--- src/hdl/grdda_pkg.sv ---
// ----------------------------------------------------------------------------
// grdda_pkg: shared types and constants for the grid ray traversal block
// Field widths, reciprocal divider sizing, register indexes, opcodes and
// sequencer states.
// ----------------------------------------------------------------------------
package grdda_pkg;

	localparam int SCREEN_COLUMNS = 1024;

	localparam int POS_W      = 22;
	localparam int FRAC_W     = 16;
	localparam int DIR_W      = 16;
	localparam int COL_W      = 10;
	localparam int CELL_W     = 8;
	localparam int DIST_W     = 32;
	localparam int MAG_W      = 16;
	localparam int OFFS_W     = 14;
	localparam int OFFS_MAG_W = 13;
	localparam int SPAN_W     = FRAC_W + 1;
	localparam int MUL_A_W    = DIST_W;
	localparam int PROD_W     = MUL_A_W + SPAN_W;
	localparam int CFG_IDX_W  = 3;

	// reciprocal divider: quotient bits retired per cycle
	localparam int DIV_STEPS = 2;
	localparam int DIV_ITERS = DIST_W / DIV_STEPS;
	localparam int DIV_CNT_W = $clog2(DIV_ITERS);

	localparam logic [DIST_W-1:0] RECIP_NUM = 32'h4000_0000;
	localparam logic [DIST_W-1:0] DIST_MAX  = '1;

	localparam logic signed [CELL_W-1:0] CELL_MIN = -8'sd128;
	localparam logic signed [CELL_W-1:0] CELL_MAX = 8'sd127;
	localparam logic signed [DIR_W-1:0]  RAY_MIN  = -16'sd32768;
	localparam logic signed [DIR_W-1:0]  RAY_MAX  = 16'sd32767;
	localparam logic signed [DIR_W-1:0]  VIEW_DIR_X_RESET = 16'sd16384;

	typedef enum logic [CFG_IDX_W-1:0] {
		REG_POS_X      = 3'd0,
		REG_POS_Y      = 3'd1,
		REG_VIEW_DIR_X = 3'd2,
		REG_VIEW_DIR_Y = 3'd3,
		REG_PLANE_X    = 3'd4,
		REG_PLANE_Y    = 3'd5
	} cfg_reg_t;

	typedef enum logic {
		OP_START   = 1'b0,
		OP_ADVANCE = 1'b1
	} op_t;

	typedef enum logic [3:0] {
		ST_IDLE,
		ST_MUL_X,
		ST_MUL_Y,
		ST_RAY_Y,
		ST_DIV_X,
		ST_DIV_Y,
		ST_SIDE_X,
		ST_SIDE_Y,
		ST_SIDE_FIN,
		ST_DONE
	} state_t;

endpackage

--- src/hdl/grdda_recip.sv ---
// ----------------------------------------------------------------------------
// grdda_recip: iterative reciprocal divider
// Computes 2^30 / divisor by restoring division, DIV_STEPS quotient bits per
// cycle. A zero divisor yields all ones.
// ----------------------------------------------------------------------------
module grdda_recip
	import grdda_pkg::*;
(
	input  logic              clk,
	input  logic              arst_n,
	input  logic              start,
	input  logic [MAG_W-1:0]  divisor,
	output logic              done,
	output logic [DIST_W-1:0] quotient
);

	logic                 busy_q;
	logic [DIV_CNT_W-1:0] cnt_q;
	logic [MAG_W:0]       rem_q;
	logic [DIST_W-1:0]    num_q;
	logic [MAG_W-1:0]     div_q;
	logic [MAG_W:0]       rem_d;
	logic [DIST_W-1:0]    num_d;

	// shift numerator bits out the top, quotient bits in at the bottom
	always_comb begin
		rem_d = rem_q;
		num_d = num_q;
		for (int i = 0; i < DIV_STEPS; i++) begin
			rem_d = {rem_d[MAG_W-1:0], num_d[DIST_W-1]};
			num_d = {num_d[DIST_W-2:0], 1'b0};
			if (rem_d >= {1'b0, div_q}) begin
				rem_d    = rem_d - {1'b0, div_q};
				num_d[0] = 1'b1;
			end
		end
	end

	assign done     = busy_q && (cnt_q == DIV_CNT_W'(DIV_ITERS - 1));
	assign quotient = num_d;

	always_ff @(posedge clk or negedge arst_n) begin
		if (!arst_n) begin
			busy_q <= 1'b0;
			cnt_q  <= '0;
		end else if (start) begin
			busy_q <= 1'b1;
			cnt_q  <= '0;
		end else if (busy_q) begin
			cnt_q <= cnt_q + 1'b1;
			if (done) begin
				busy_q <= 1'b0;
			end
		end
	end

	always_ff @(posedge clk) begin
		if (start) begin
			rem_q <= '0;
			num_q <= RECIP_NUM;
			div_q <= divisor;
		end else if (busy_q) begin
			rem_q <= rem_d;
			num_q <= num_d;
		end
	end

endmodule

--- src/hdl/grid_ray_dda_traversal.sv ---
// ----------------------------------------------------------------------------
// grid_ray_dda_traversal: DDA grid ray traversal for a column renderer
// Start sets up a ray from a screen column; advance steps to the next cell.
// ----------------------------------------------------------------------------
// Start item: ray setup (MUL_X, MUL_Y, RAY_Y) on the shared multiplier, two
// reciprocal divisions, side setup (SIDE_X to SIDE_FIN), result load in DONE
// when the output is free; no new item until idle. Advance item: result the
// cycle after the transfer, one item per cycle while out_ready holds. The
// output register lets a new item transfer while the result is taken.
// Reset (arst_n low) clears state and loads register defaults.
// ----------------------------------------------------------------------------
module grid_ray_dda_traversal
	import grdda_pkg::*;
(
	input  logic                     clk,
	input  logic                     arst_n,
	input  logic                     cfg_we,
	input  logic [CFG_IDX_W-1:0]     cfg_index,
	input  logic [POS_W-1:0]         cfg_data,
	input  logic                     in_valid,
	output logic                     in_ready,
	input  logic                     op,
	input  logic [COL_W-1:0]         column,
	output logic                     out_valid,
	input  logic                     out_ready,
	output logic signed [CELL_W-1:0] cell_x,
	output logic signed [CELL_W-1:0] cell_y,
	output logic                     hit_side,
	output logic [DIST_W-1:0]        dist_x,
	output logic [DIST_W-1:0]        dist_y,
	output logic signed [DIR_W-1:0]  ray_x,
	output logic signed [DIR_W-1:0]  ray_y
);

	function automatic logic signed [CELL_W-1:0] step_cell(
		input logic signed [CELL_W-1:0] c,
		input logic                     neg
	);
		logic signed [CELL_W-1:0] r;
		r = c;
		if (neg) begin
			if (c != CELL_MIN) r = c - 8'sd1;
		end else begin
			if (c != CELL_MAX) r = c + 8'sd1;
		end
		return r;
	endfunction

	function automatic logic [DIST_W-1:0] sat_add(
		input logic [DIST_W-1:0] a,
		input logic [DIST_W-1:0] b
	);
		logic [DIST_W:0] s;
		s = {1'b0, a} + {1'b0, b};
		return s[DIST_W] ? DIST_MAX : s[DIST_W-1:0];
	endfunction

	// configuration
	logic [POS_W-1:0]        pos_x_q, pos_y_q;
	logic signed [DIR_W-1:0] view_dir_x_q, view_dir_y_q, plane_x_q, plane_y_q;

	// traversal state
	state_t                   state_q, state_d;
	logic signed [DIR_W-1:0]  ray_x_q, ray_y_q;
	logic [DIST_W-1:0]        delta_x_q, delta_y_q;
	logic [DIST_W-1:0]        side_x_q, side_y_q;
	logic signed [CELL_W-1:0] cur_cell_x_q, cur_cell_y_q;
	logic                     step_neg_x_q, step_neg_y_q, last_side_q;
	logic                     offs_neg_q;
	logic [OFFS_MAG_W-1:0]    offs_mag_q;
	logic [PROD_W-1:0]        prod_q;

	// output register
	logic                     out_valid_q;
	logic signed [CELL_W-1:0] cell_x_q, cell_y_q;
	logic                     hit_side_q;
	logic [DIST_W-1:0]        dist_x_q, dist_y_q;
	logic signed [DIR_W-1:0]  ray_x_out_q, ray_y_out_q;

	// control and datapath nets
	logic                     in_fire, adv_fire, out_free, fin_load;
	logic                     div_start, div_done;
	logic [MAG_W-1:0]         div_divisor;
	logic [DIST_W-1:0]        div_quot;
	logic [MUL_A_W-1:0]       mul_a;
	logic [SPAN_W-1:0]        mul_b;
	logic [PROD_W-1:0]        mul_p;
	logic signed [DIR_W-1:0]  fin_dir;
	logic                     fin_neg;
	logic [DIST_W-1:0]        q_mag;
	logic signed [DIST_W:0]   q_s, ray_sum;
	logic signed [DIR_W-1:0]  ray_sat;
	logic signed [OFFS_W-1:0] offs_s;
	logic [OFFS_W-1:0]        offs_abs;
	logic [MAG_W-1:0]         plane_x_mag, plane_y_mag, ray_x_mag, ray_y_mag;
	logic [SPAN_W-1:0]        span_x, span_y;
	logic [DIST_W-1:0]        side_sat;
	logic                     adv_x;
	logic [DIST_W-1:0]        nx_side_x, nx_side_y;
	logic signed [CELL_W-1:0] nx_cell_x, nx_cell_y;

	assign out_free = !out_valid_q || out_ready;
	assign in_fire  = in_valid && in_ready;
	assign adv_fire = in_fire && (op_t'(op) == OP_ADVANCE);

	assign plane_x_mag = plane_x_q[DIR_W-1] ? MAG_W'(-plane_x_q) : MAG_W'(plane_x_q);
	assign plane_y_mag = plane_y_q[DIR_W-1] ? MAG_W'(-plane_y_q) : MAG_W'(plane_y_q);
	assign ray_x_mag   = ray_x_q[DIR_W-1] ? MAG_W'(-ray_x_q) : MAG_W'(ray_x_q);
	assign ray_y_mag   = ray_y_q[DIR_W-1] ? MAG_W'(-ray_y_q) : MAG_W'(ray_y_q);

	assign offs_s   = OFFS_W'({column, 1'b0}) - OFFS_W'(SCREEN_COLUMNS);
	assign offs_abs = offs_s[OFFS_W-1] ? OFFS_W'(-offs_s) : OFFS_W'(offs_s);

	assign span_x = step_neg_x_q ? SPAN_W'(pos_x_q[FRAC_W-1:0])
		: SPAN_W'(1 << FRAC_W) - SPAN_W'(pos_x_q[FRAC_W-1:0]);
	assign span_y = step_neg_y_q ? SPAN_W'(pos_y_q[FRAC_W-1:0])
		: SPAN_W'(1 << FRAC_W) - SPAN_W'(pos_y_q[FRAC_W-1:0]);

	// shared multiplier
	assign mul_p = PROD_W'(mul_a) * PROD_W'(mul_b);

	// ray component: dir + plane * offset / columns, truncated toward zero
	assign q_mag   = DIST_W'(prod_q / SCREEN_COLUMNS);
	assign q_s     = fin_neg ? -$signed({1'b0, q_mag}) : $signed({1'b0, q_mag});
	assign ray_sum = (DIST_W + 1)'(fin_dir) + q_s;
	assign ray_sat = (ray_sum > (DIST_W + 1)'(RAY_MAX)) ? RAY_MAX
		: (ray_sum < (DIST_W + 1)'(RAY_MIN)) ? RAY_MIN : DIR_W'(ray_sum);

	assign side_sat = prod_q[PROD_W-1] ? DIST_MAX : prod_q[PROD_W-2:FRAC_W];

	// advance: cross x only on strictly smaller distance
	assign adv_x     = side_x_q < side_y_q;
	assign nx_side_x = adv_x ? sat_add(side_x_q, delta_x_q) : side_x_q;
	assign nx_side_y = adv_x ? side_y_q : sat_add(side_y_q, delta_y_q);
	assign nx_cell_x = adv_x ? step_cell(cur_cell_x_q, step_neg_x_q) : cur_cell_x_q;
	assign nx_cell_y = adv_x ? cur_cell_y_q : step_cell(cur_cell_y_q, step_neg_y_q);

	grdda_recip u_recip (
		.clk      (clk),
		.arst_n   (arst_n),
		.start    (div_start),
		.divisor  (div_divisor),
		.done     (div_done),
		.quotient (div_quot)
	);

	// next state
	always_comb begin
		state_d = state_q;
		case (state_q)
			ST_IDLE: begin
				if (in_fire && (op_t'(op) == OP_START)) state_d = ST_MUL_X;
			end
			ST_MUL_X:    state_d = ST_MUL_Y;
			ST_MUL_Y:    state_d = ST_RAY_Y;
			ST_RAY_Y:    state_d = ST_DIV_X;
			ST_DIV_X: begin
				if (div_done) state_d = ST_DIV_Y;
			end
			ST_DIV_Y: begin
				if (div_done) state_d = ST_SIDE_X;
			end
			ST_SIDE_X:   state_d = ST_SIDE_Y;
			ST_SIDE_Y:   state_d = ST_SIDE_FIN;
			ST_SIDE_FIN: state_d = ST_DONE;
			ST_DONE: begin
				if (out_free) state_d = ST_IDLE;
			end
			default:     state_d = ST_IDLE;
		endcase
	end

	// sequencer outputs
	always_comb begin
		in_ready    = 1'b0;
		fin_load    = 1'b0;
		div_start   = 1'b0;
		div_divisor = ray_x_mag;
		mul_a       = '0;
		mul_b       = '0;
		fin_dir     = view_dir_y_q;
		fin_neg     = offs_neg_q ^ plane_y_q[DIR_W-1];
		case (state_q)
			ST_IDLE: begin
				in_ready = out_free;
			end
			ST_MUL_X: begin
				mul_a = MUL_A_W'(plane_x_mag);
				mul_b = SPAN_W'(offs_mag_q);
			end
			ST_MUL_Y: begin
				mul_a   = MUL_A_W'(plane_y_mag);
				mul_b   = SPAN_W'(offs_mag_q);
				fin_dir = view_dir_x_q;
				fin_neg = offs_neg_q ^ plane_x_q[DIR_W-1];
			end
			ST_RAY_Y: begin
				div_start = 1'b1;
			end
			ST_DIV_X: begin
				div_start   = div_done;
				div_divisor = ray_y_mag;
			end
			ST_SIDE_X: begin
				mul_a = delta_x_q;
				mul_b = span_x;
			end
			ST_SIDE_Y: begin
				mul_a = delta_y_q;
				mul_b = span_y;
			end
			ST_DONE: begin
				fin_load = out_free;
			end
			default: begin
				in_ready = 1'b0;
			end
		endcase
	end

	// configuration registers
	always_ff @(posedge clk or negedge arst_n) begin
		if (!arst_n) begin
			pos_x_q      <= '0;
			pos_y_q      <= '0;
			view_dir_x_q <= VIEW_DIR_X_RESET;
			view_dir_y_q <= '0;
			plane_x_q    <= '0;
			plane_y_q    <= '0;
		end else if (cfg_we) begin
			case (cfg_reg_t'(cfg_index))
				REG_POS_X:      pos_x_q      <= cfg_data;
				REG_POS_Y:      pos_y_q      <= cfg_data;
				REG_VIEW_DIR_X: view_dir_x_q <= cfg_data[DIR_W-1:0];
				REG_VIEW_DIR_Y: view_dir_y_q <= cfg_data[DIR_W-1:0];
				REG_PLANE_X:    plane_x_q    <= cfg_data[DIR_W-1:0];
				REG_PLANE_Y:    plane_y_q    <= cfg_data[DIR_W-1:0];
				default:        ;
			endcase
		end
	end

	// traversal state
	always_ff @(posedge clk or negedge arst_n) begin
		if (!arst_n) begin
			state_q      <= ST_IDLE;
			ray_x_q      <= '0;
			ray_y_q      <= '0;
			delta_x_q    <= DIST_MAX;
			delta_y_q    <= DIST_MAX;
			side_x_q     <= '0;
			side_y_q     <= '0;
			cur_cell_x_q <= '0;
			cur_cell_y_q <= '0;
			step_neg_x_q <= 1'b0;
			step_neg_y_q <= 1'b0;
			last_side_q  <= 1'b0;
			offs_neg_q   <= 1'b0;
			offs_mag_q   <= '0;
		end else begin
			state_q <= state_d;
			case (state_q)
				ST_IDLE: begin
					if (adv_fire) begin
						side_x_q     <= nx_side_x;
						side_y_q     <= nx_side_y;
						cur_cell_x_q <= nx_cell_x;
						cur_cell_y_q <= nx_cell_y;
						last_side_q  <= !adv_x;
					end else if (in_fire) begin
						offs_neg_q   <= offs_s[OFFS_W-1];
						offs_mag_q   <= offs_abs[OFFS_MAG_W-1:0];
						cur_cell_x_q <= CELL_W'(pos_x_q[POS_W-1:FRAC_W]);
						cur_cell_y_q <= CELL_W'(pos_y_q[POS_W-1:FRAC_W]);
						last_side_q  <= 1'b0;
					end
				end
				ST_MUL_Y: begin
					ray_x_q      <= ray_sat;
					step_neg_x_q <= ray_sat[DIR_W-1];
				end
				ST_RAY_Y: begin
					ray_y_q      <= ray_sat;
					step_neg_y_q <= ray_sat[DIR_W-1];
				end
				ST_DIV_X: begin
					if (div_done) delta_x_q <= div_quot;
				end
				ST_DIV_Y: begin
					if (div_done) delta_y_q <= div_quot;
				end
				ST_SIDE_Y: begin
					side_x_q <= side_sat;
				end
				ST_SIDE_FIN: begin
					side_y_q <= side_sat;
				end
				default: ;
			endcase
		end
	end

	// product register of the shared multiplier
	always_ff @(posedge clk) begin
		case (state_q)
			ST_MUL_X, ST_MUL_Y, ST_SIDE_X, ST_SIDE_Y: prod_q <= mul_p;
			default: ;
		endcase
	end

	// output register
	always_ff @(posedge clk or negedge arst_n) begin
		if (!arst_n) begin
			out_valid_q <= 1'b0;
		end else if (adv_fire || fin_load) begin
			out_valid_q <= 1'b1;
		end else if (out_ready) begin
			out_valid_q <= 1'b0;
		end
	end

	always_ff @(posedge clk) begin
		if (adv_fire) begin
			cell_x_q    <= nx_cell_x;
			cell_y_q    <= nx_cell_y;
			hit_side_q  <= !adv_x;
			dist_x_q    <= nx_side_x;
			dist_y_q    <= nx_side_y;
			ray_x_out_q <= ray_x_q;
			ray_y_out_q <= ray_y_q;
		end else if (fin_load) begin
			cell_x_q    <= cur_cell_x_q;
			cell_y_q    <= cur_cell_y_q;
			hit_side_q  <= last_side_q;
			dist_x_q    <= side_x_q;
			dist_y_q    <= side_y_q;
			ray_x_out_q <= ray_x_q;
			ray_y_out_q <= ray_y_q;
		end
	end

	assign out_valid = out_valid_q;
	assign cell_x    = cell_x_q;
	assign cell_y    = cell_y_q;
	assign hit_side  = hit_side_q;
	assign dist_x    = dist_x_q;
	assign dist_y    = dist_y_q;
	assign ray_x     = ray_x_out_q;
	assign ray_y     = ray_y_out_q;

endmodule

--- config.mk ---
export PLATFORM = sky130hd
export DESIGN_NAME = grid_ray_dda_traversal
export DESIGN_NICKNAME = d
export VERILOG_FILES = /design/src/hdl/grdda_pkg.sv /design/src/hdl/grdda_recip.sv /design/src/hdl/grid_ray_dda_traversal.sv
export SDC_FILE = /design/constraint.sdc
export NUM_CORES = 2
export LEC_CHECK = 0
export ABC_AREA = 1
export BUFFER_PORTS_ARGS = -buffer_cell sky130_fd_sc_hd__buf_2
export CORE_MARGIN = 4
export CORE_UTILIZATION = 59
export CTS_CLUSTER_DIAMETER = 150
export CTS_CLUSTER_SIZE = 16
export DETAILED_ROUTE_END_ITERATION = 7
export GPL_TIMING_DRIVEN = 0
export HOLD_SLACK_MARGIN = 0.08
export MAX_ROUTING_LAYER = met4
export PLACE_DENSITY = 0.79
export SYNTH_ARGS = -nofsm -noshare
export SYNTH_HDL_FRONTEND = slang
export SYNTH_SLANG_ARGS = --single-unit
--- constraint.sdc ---
create_clock -name clk -period 8.7 [get_ports clk]
set_input_delay 0.435 -clock clk [delete_from_list [all_inputs] [get_ports clk]]
set_output_delay 0.435 -clock clk [all_outputs]
set_load 0.01 [all_outputs]
# ---- Word level (Yosys, flattened, before mapping)
# Cells that the tools add are included.
dict set report classes {
  n_addsub 19
  multipliers 1
  n_lt_le_gt_ge 5
  eq_ne 24
  mux 71
  n_bitwise 4
  reduce_logical 31
}
# cell count
set op_table {}
lappend op_table {{32-bit two-way mux} 11}
lappend op_table {{16-bit two-way mux} 14}
lappend op_table {{8-bit two-way mux} 16}
lappend op_table {{32-bit case mux with 2 select lines} 2}
lappend op_table {{32-bit case mux with 4 select lines} 1}
lappend op_table {{32-bit by 32-bit adder with 33-bit output} 2}
lappend op_table {{16-bit negation} 4}
lappend op_table {{17-bit case mux with 3 select lines} 1}
lappend op_table {{32-bit by 17-bit multiplier with 49-bit output} 1}
lappend op_table {{4-bit case mux with 10 select lines} 1}
lappend op_table {{17-bit by 16-bit greater-or-equal comparator with 1-bit output} 2}
lappend op_table {{17-bit two-way mux} 2}
lappend op_table {{17-bit by 16-bit subtractor with 17-bit output (first input constant)} 2}
lappend op_table {{16-bit by 33-bit adder with 33-bit output} 1}
lappend op_table {{33-bit by 16-bit greater-than comparator with 1-bit output (second input constant)} 1}
lappend op_table {{33-bit by 16-bit < comparator with 1-bit output (second input constant)} 1}
lappend op_table {{33-bit two-way mux} 1}
lappend op_table {{32-bit negation with 33-bit output} 1}
lappend op_table {{32-bit < comparator} 1}
lappend op_table {{8-bit != test (second input constant)} 4}
lappend op_table {{16-bit subtractor} 2}
lappend op_table {{4-bit two-way mux} 6}
lappend op_table {{2-bit AND reduction} 11}
lappend op_table {{8-bit by 2-bit adder with 8-bit output (second input constant)} 2}
lappend op_table {{other kinds (27)} 65}
dict set report word_totals {
  regBits 537
  output_inout_bits 115
}

# ---- Logic depth before layout (Yosys ltp)
dict set report depth {
  depth_word 7
  mapped_depth 39
}

# ---- Cells and area by module
# From an unflattened synthesis, not the netlist that was laid out.
dict set report hier_totals {
  cells_unflattened 6852
  hier_area_um2 51614.5
}
# module n_inst cells_each area_per_inst_um2 seq_area_each_um2
set by_module_without_submodules {}
lappend by_module_without_submodules {grid_ray_dda_traversal 1 6168 46774.9 12228.0}
lappend by_module_without_submodules {grdda_recip 1 684 4839.6 1566.5}

# ---- Worst setup path before layout
# OpenSTA, ideal clock, no wires.
dict set report synth_timing {
  path_kind {register to register}
  start {register state_q[0]}
  end {register cell_x_q[0] (netlist: cell_x[0]) (enable)}
  t_arrival_ns 8.657
  setup_slack_ns -0.697
  path_stages_with_launch 5
  path_buffers 0
  synth_period_minus_slack_ns 9.397
  path_cell_list {dfrtp_1 -> inv_1 -> nor2_1 -> nand3_1 -> o21ai_0}
}
dict set report synth_between {
  elab_chain_cells 5
}
# item line
set synth_rtl {}
lappend synth_rtl {{start, declared} grid_ray_dda_traversal.sv:63} ;# state_t state_q, state_d;
lappend synth_rtl {{start signal, assigned} grid_ray_dda_traversal.sv:261} ;# state_q <= state_d;
lappend synth_rtl {{4-bit logical NOT} grid_ray_dda_traversal.sv:183} ;# case (state_q)
lappend synth_rtl {{1-bit two-way mux} grid_ray_dda_traversal.sv:183}
lappend synth_rtl {{1-bit logical AND} grid_ray_dda_traversal.sv:103} ;# assign in_fire = in_valid && in_ready;
lappend synth_rtl {{1-bit logical AND} grid_ray_dda_traversal.sv:104} ;# assign adv_fire = in_fire && (op_t'(op) == OP_ADVANCE);
lappend synth_rtl {{2-bit nonzero test (no line) *} n/a}
lappend synth_rtl {{end signal, assigned} grid_ray_dda_traversal.sv:324} ;# cell_x_q <= nx_cell_x;
lappend synth_rtl {{end signal, assigned} grid_ray_dda_traversal.sv:332} ;# cell_x_q <= cur_cell_x_q;
lappend synth_rtl {{end, declared} grid_ray_dda_traversal.sv:75} ;# logic signed [CELL_W-1:0] cell_x_q, cell_y_q;
# Mark *: on every way between the ends. The rest lies on a longest branch, timed or not.
# A chain may end at the register's enable or synchronous reset.

# ---- Worst setup path in the final report
dict set report layout_timing {
  start {register state_q[3]}
  end {register prod_q[41] (data pin)}
}
dict set report layout_between {
  elab_chain_cells 4
}
# item line
set layout_rtl {}
lappend layout_rtl {{4-bit by 1-bit equality test with 1-bit output or 4-bit by 2-bit equality test with 1-bit output (tied branches)} grid_ray_dda_traversal.sv:183}
lappend layout_rtl {{2-bit OR reduction (no line)} n/a}
lappend layout_rtl {{17-bit case mux with 3 select lines} grid_ray_dda_traversal.sv:183}
lappend layout_rtl {{32-bit by 17-bit multiplier with 49-bit output *} grid_ray_dda_traversal.sv:120} ;# assign mul_p = PROD_W'(mul_a) * PROD_W'(mul_b);
lappend layout_rtl {{via mul_p[41]} grid_ray_dda_traversal.sv:87} ;# logic [PROD_W-1:0] mul_p;
lappend layout_rtl {{end signal, assigned} grid_ray_dda_traversal.sv:306} ;# ST_MUL_X, ST_MUL_Y, ST_SIDE_X, ST_SIDE_Y: prod_q <= mul_p;
lappend layout_rtl {{end, declared} grid_ray_dda_traversal.sv:71} ;# logic [PROD_W-1:0] prod_q;
# Mark *: on every way through the listed nets, which the timed path passes. The rest lies on a longest branch.

==> insert_results.sql <==
INSERT INTO impl_metrics (metric_group, metric, value, unit) VALUES
('outcome', 'status', 'finished clean', ''),
('placed_design', 'io_buffers', '154', ''),
('setup_path', 'cp_slowest_stage_delay', '0.58', 'ns'),
('sta', 'period_share', '98.6', '%'),
('sta', 'clock.fmax', '117', 'MHz'),
('detailed_routing', 'detailedRoute.firstIterationViolations', '5059', ''),
('sta', 'maxSlewViolCount', '0', ''),
('synthesis', 'synth-simple-area-share', '21.9', '%'),
('synthesis', 'async_flop_share', '58.8', '%'),
('clock_network', 'cts-root-to-sink-buffers', '3', ''),
('setup_path', 'worstSetupEndpointType', 'register', ''),
('detailed_routing', 'drc_errors', '0', ''),
('synthesis', 'post_synth_inst_count', '6814', ''),
('global_route', 'first_global_vias', '45900', ''),
('flow_run', 'max_cap_violations', '0', ''),
('global_route', 'antenna_found_initial', '9', ''),
('synthesis', 'dominantRegCellSynth', 'sky130_fd_sc_hd__dfrtp_1', ''),
('sta', 'timing.setup.tns', '0', 'ns'),
('power_and_ir_drop', 'ir_drop', '0.291', 'mV'),
('power_and_ir_drop', 'power.sequential.fraction', '24.3', '%'),
('layout', 'final_cell_mix', 'sky130_fd_sc_hd__nand2_1 (1720), sky130_fd_sc_hd__inv_1 (1355), sky130_fd_sc_hd__o21ai_0 (480)', ''),
('die', 'fp-row-count', '107', ''),
('die', 'floorplan.initialDensity', '59.9', '%'),
('synthesis', 'synth_xor_xnor_area_share', '3.32', '%'),
('setup_path', 'critPathSlowestCell', 'sky130_fd_sc_hd__fa_1', ''),
('detailed_routing', 'final_antenna_net_count', '0', ''),
('clock_network', 'clock_tree.htree_level_count', '2', ''),
('sta', 'finalHoldViolations', '0', ''),
('layout', 'final_layout_size_suffix_gt1_share', '7.55', '%'),
('sta', 'setup_viol', '0', ''),
('synthesis', 'ys_seq_elements', '524', ''),
('setup_path', 'critical_path.top_delay_family', 'adder cells', ''),
('clock_network', 'cts_tree', 'yes', ''),
('detailed_routing', 'avgViaCountPerCell', '5.75', ''),
('synthesis', 'post_synth.cell_area_avg', '7.53', 'um^2'),
('placed_design', 'place_inst', '8119', ''),
('sta', 'final.min_clock_period', '8.58', 'ns'),
('synthesis', 'yosys-mux-area-fraction', '0.0976', '%'),
('worst_hold_path', 'worst_hold_path_type', 'in -> reg', ''),
('sta', 'hold-worst-slack', '0.147', 'ns'),
('global_route', 'grt_pass1_wl', '270000', 'um'),
('clock_network', 'numCtsBuffers', '38', ''),
('global_route', 'overflow', '0', ''),
('synthesis', 'postSynthNetCount', '7602', ''),
('die', 'die-area', '91700', 'um^2'),
('sta', 'fin_worst_skew', '0.0389', 'ns'),
('clock_network', 'clock_insertion_delay_worst_skew', '0.59', 'ns'),
('global_route', 'groute.usage.overall', '40.0', '%'),
('layout', 'finish.utilization', '64.7', '%'),
('die', 'dieHeight', '303', 'um'),
('synthesis', 'combinational_family_with_the_most_area_after_synthesis', 'adder cells', ''),
('synthesis', 'synth_cell_area', '51300', 'um^2'),
('placed_design', 'post-dp-hpwl', '147000', 'um'),
('sta', 'tightest_slew', '1.41', 'ns'),
('power_and_ir_drop', 'sw_frac_of_total', '54.6', '%'),
('setup_path', 'crit_path_dat', '8.90', 'ns'),
('power_and_ir_drop', 'power.leakage', '27.9', 'nW'),
('power_and_ir_drop', 'power.density_cell_area', '341', 'nW/um^2'),
('power_and_ir_drop', 'share_of_total_power_in_combinational_logic', '66.3', '%'),
('power_and_ir_drop', 'power_switching', '10.3', 'mW'),
('power_and_ir_drop', 'fin_total_pwr', '18.9', 'mW'),
('die', 'io_pins', '156', ''),
('sta', 'unrepaired_setup_endpoints_after_global_routing', 'true', ''),
('setup_path', 'setup.worst_path.class', 'reg -> reg', ''),
('detailed_routing', 'detail_route.wl_per_cell', '21.7', 'um'),
('clock_network', 'cell_at_the_root_of_the_clock_tree', 'sky130_fd_sc_hd__clkbuf_16', ''),
('die', 'die_w', '303', 'um'),
('power_and_ir_drop', 'clock_network_power_share', '9.4', '%'),
('placed_design', 'placer_congestion_estimate', '1.04', ''),
('clock_network', 'numClockSinks', '524', ''),
('sta', 'worst_slew_margin_rel', '6.18', '%');
[power by group through the flow]
stage	clock network, mW	logic [mW]	registers [mW]
finish	1.78	12.5	4.59
global route	1.89	13.9	4.61
CTS	1.79	12.2	4.52
detailed placement	0	12.1	4.56
global placement	0	11.9	4.60
floorplan	0	8.64	4.13
[path summary, 6_finish.rpt]
check	slack (ns)	startpoint	cells after the start	to
hold reg to reg	0.46	u_recip.num_q[8]	2	delta_y_q[10]
min in group asynchronous	0.56	arst_n	2	cur_cell_y_q[5]
setup reg to reg	0.12	state_q[3]	26	prod_q[41]
setup / recovery	0.12	state_q[3]	26	prod_q[41]
max in group asynchronous	6.60	arst_n	4	delta_y_q[1]
hold / removal	0.15	cfg_data[19]	3	pos_x_q[19]
[sequential cells by signal, summed over array words and instances (netlist names), 22 cells and up]
signal / cells
delta_x_q: 32
side_x_q: 32
u_recip.num_q: 32
delta_y_q: 32
dist_x: 32
prod_q: 39
pos_y_q: 22
dist_y: 32
pos_x_q: 22
side_y_q: 32
[Yosys cell counts, types with 41 or more instances]
cell type / instances / area (um^2)
sky130_fd_sc_hd__nor3_1: 87 / 435
sky130_fd_sc_hd__nor2_1: 441 / 1660
sky130_fd_sc_hd__clkbuf_1: 154 / 578
sky130_fd_sc_hd__inv_1: 1356 / 5090
sky130_fd_sc_hd__xor2_1: 119 / 1040
sky130_fd_sc_hd__a21oi_1: 317 / 1590
sky130_fd_sc_hd__o21ai_0: 487 / 2440
sky130_fd_sc_hd__nand2_1: 1724 / 6470
sky130_fd_sc_hd__o22ai_1: 61 / 382
sky130_fd_sc_hd__and2_1: 45 / 282
sky130_fd_sc_hd__buf_2: 54 / 270
sky130_fd_sc_hd__dfxtp_1: 48 / 961
sky130_fd_sc_hd__dfrtp_1: 243 / 6080
sky130_fd_sc_hd__edfxtp_1: 168 / 5040
sky130_fd_sc_hd__nand4_1: 46 / 288
sky130_fd_sc_hd__dfstp_2: 65 / 1710
sky130_fd_sc_hd__fa_1: 452 / 9050
sky130_fd_sc_hd__or2_2: 41 / 257
sky130_fd_sc_hd__xnor2_1: 69 / 604
sky130_fd_sc_hd__nand3_1: 259 / 1300
sky130_fd_sc_hd__ha_1: 295 / 3690
[area by class of cell]
class | instances | area, um^2
Clock inverter | 2 | 38.8
Antenna cell | 7 | 17.5
Fill cell | 7706 | 30300
Tap cell | 1144 | 1430
Clock buffer | 67 | 1080
Sequential cell | 524 | 13800
Multi-Input combinational cell | 4701 | 31900
Timing Repair Buffer | 175 | 1060
Inverter | 1366 | 5130
Buffer | 221 | 985
[through the flow]
stage | cell area [um^2] | worst slack, ns
after floorplan | 51300 | 1.59
after global placement | 53500 | -1.06
after detailed placement | 53700 | -1.26
after CTS | 55100 | 0.0178
after global routing | 55400 | -0.0342
final | 55400 | 0.123
[kinds of logic (layout without fill, tap and decap cells)]
group	count (synthesis)	in the layout
DFF	524	524
and+or+nand+nor	2718	2718
buffers and inverters	1589	1831
xor gates and xnor gates	190	190
adders and majority gates	747	747
muxes	5	5
other	0	7
AOI/OAI and AO/OA	1041	1041
[layer usage]
layer  global-route usage [%]  share of wire, %  vias up
li1                         -                 -    21700
met1                     52.3                40    22700
met2                     63.2                46     2345
met3                     5.16               8.8      468
met4                     17.5               5.4        0
met5                        -                 0        -
[what timing repair did]
item,in CTS,in global routing
hold endpoints to repair,116,0
gates resized for setup,70,79
hold buffers,1,0
setup buffers,3,10
endpoints found under the setup margin,36,26
pin swaps,2,5
[worst min-delay path, stage by stage]
cell,delay (ns)
sky130_fd_sc_hd__buf_2,0.10
sky130_fd_sc_hd__inv_1,0.07
sky130_fd_sc_hd__o21ai_0,0.08
Power figures use the tool's default switching activity.
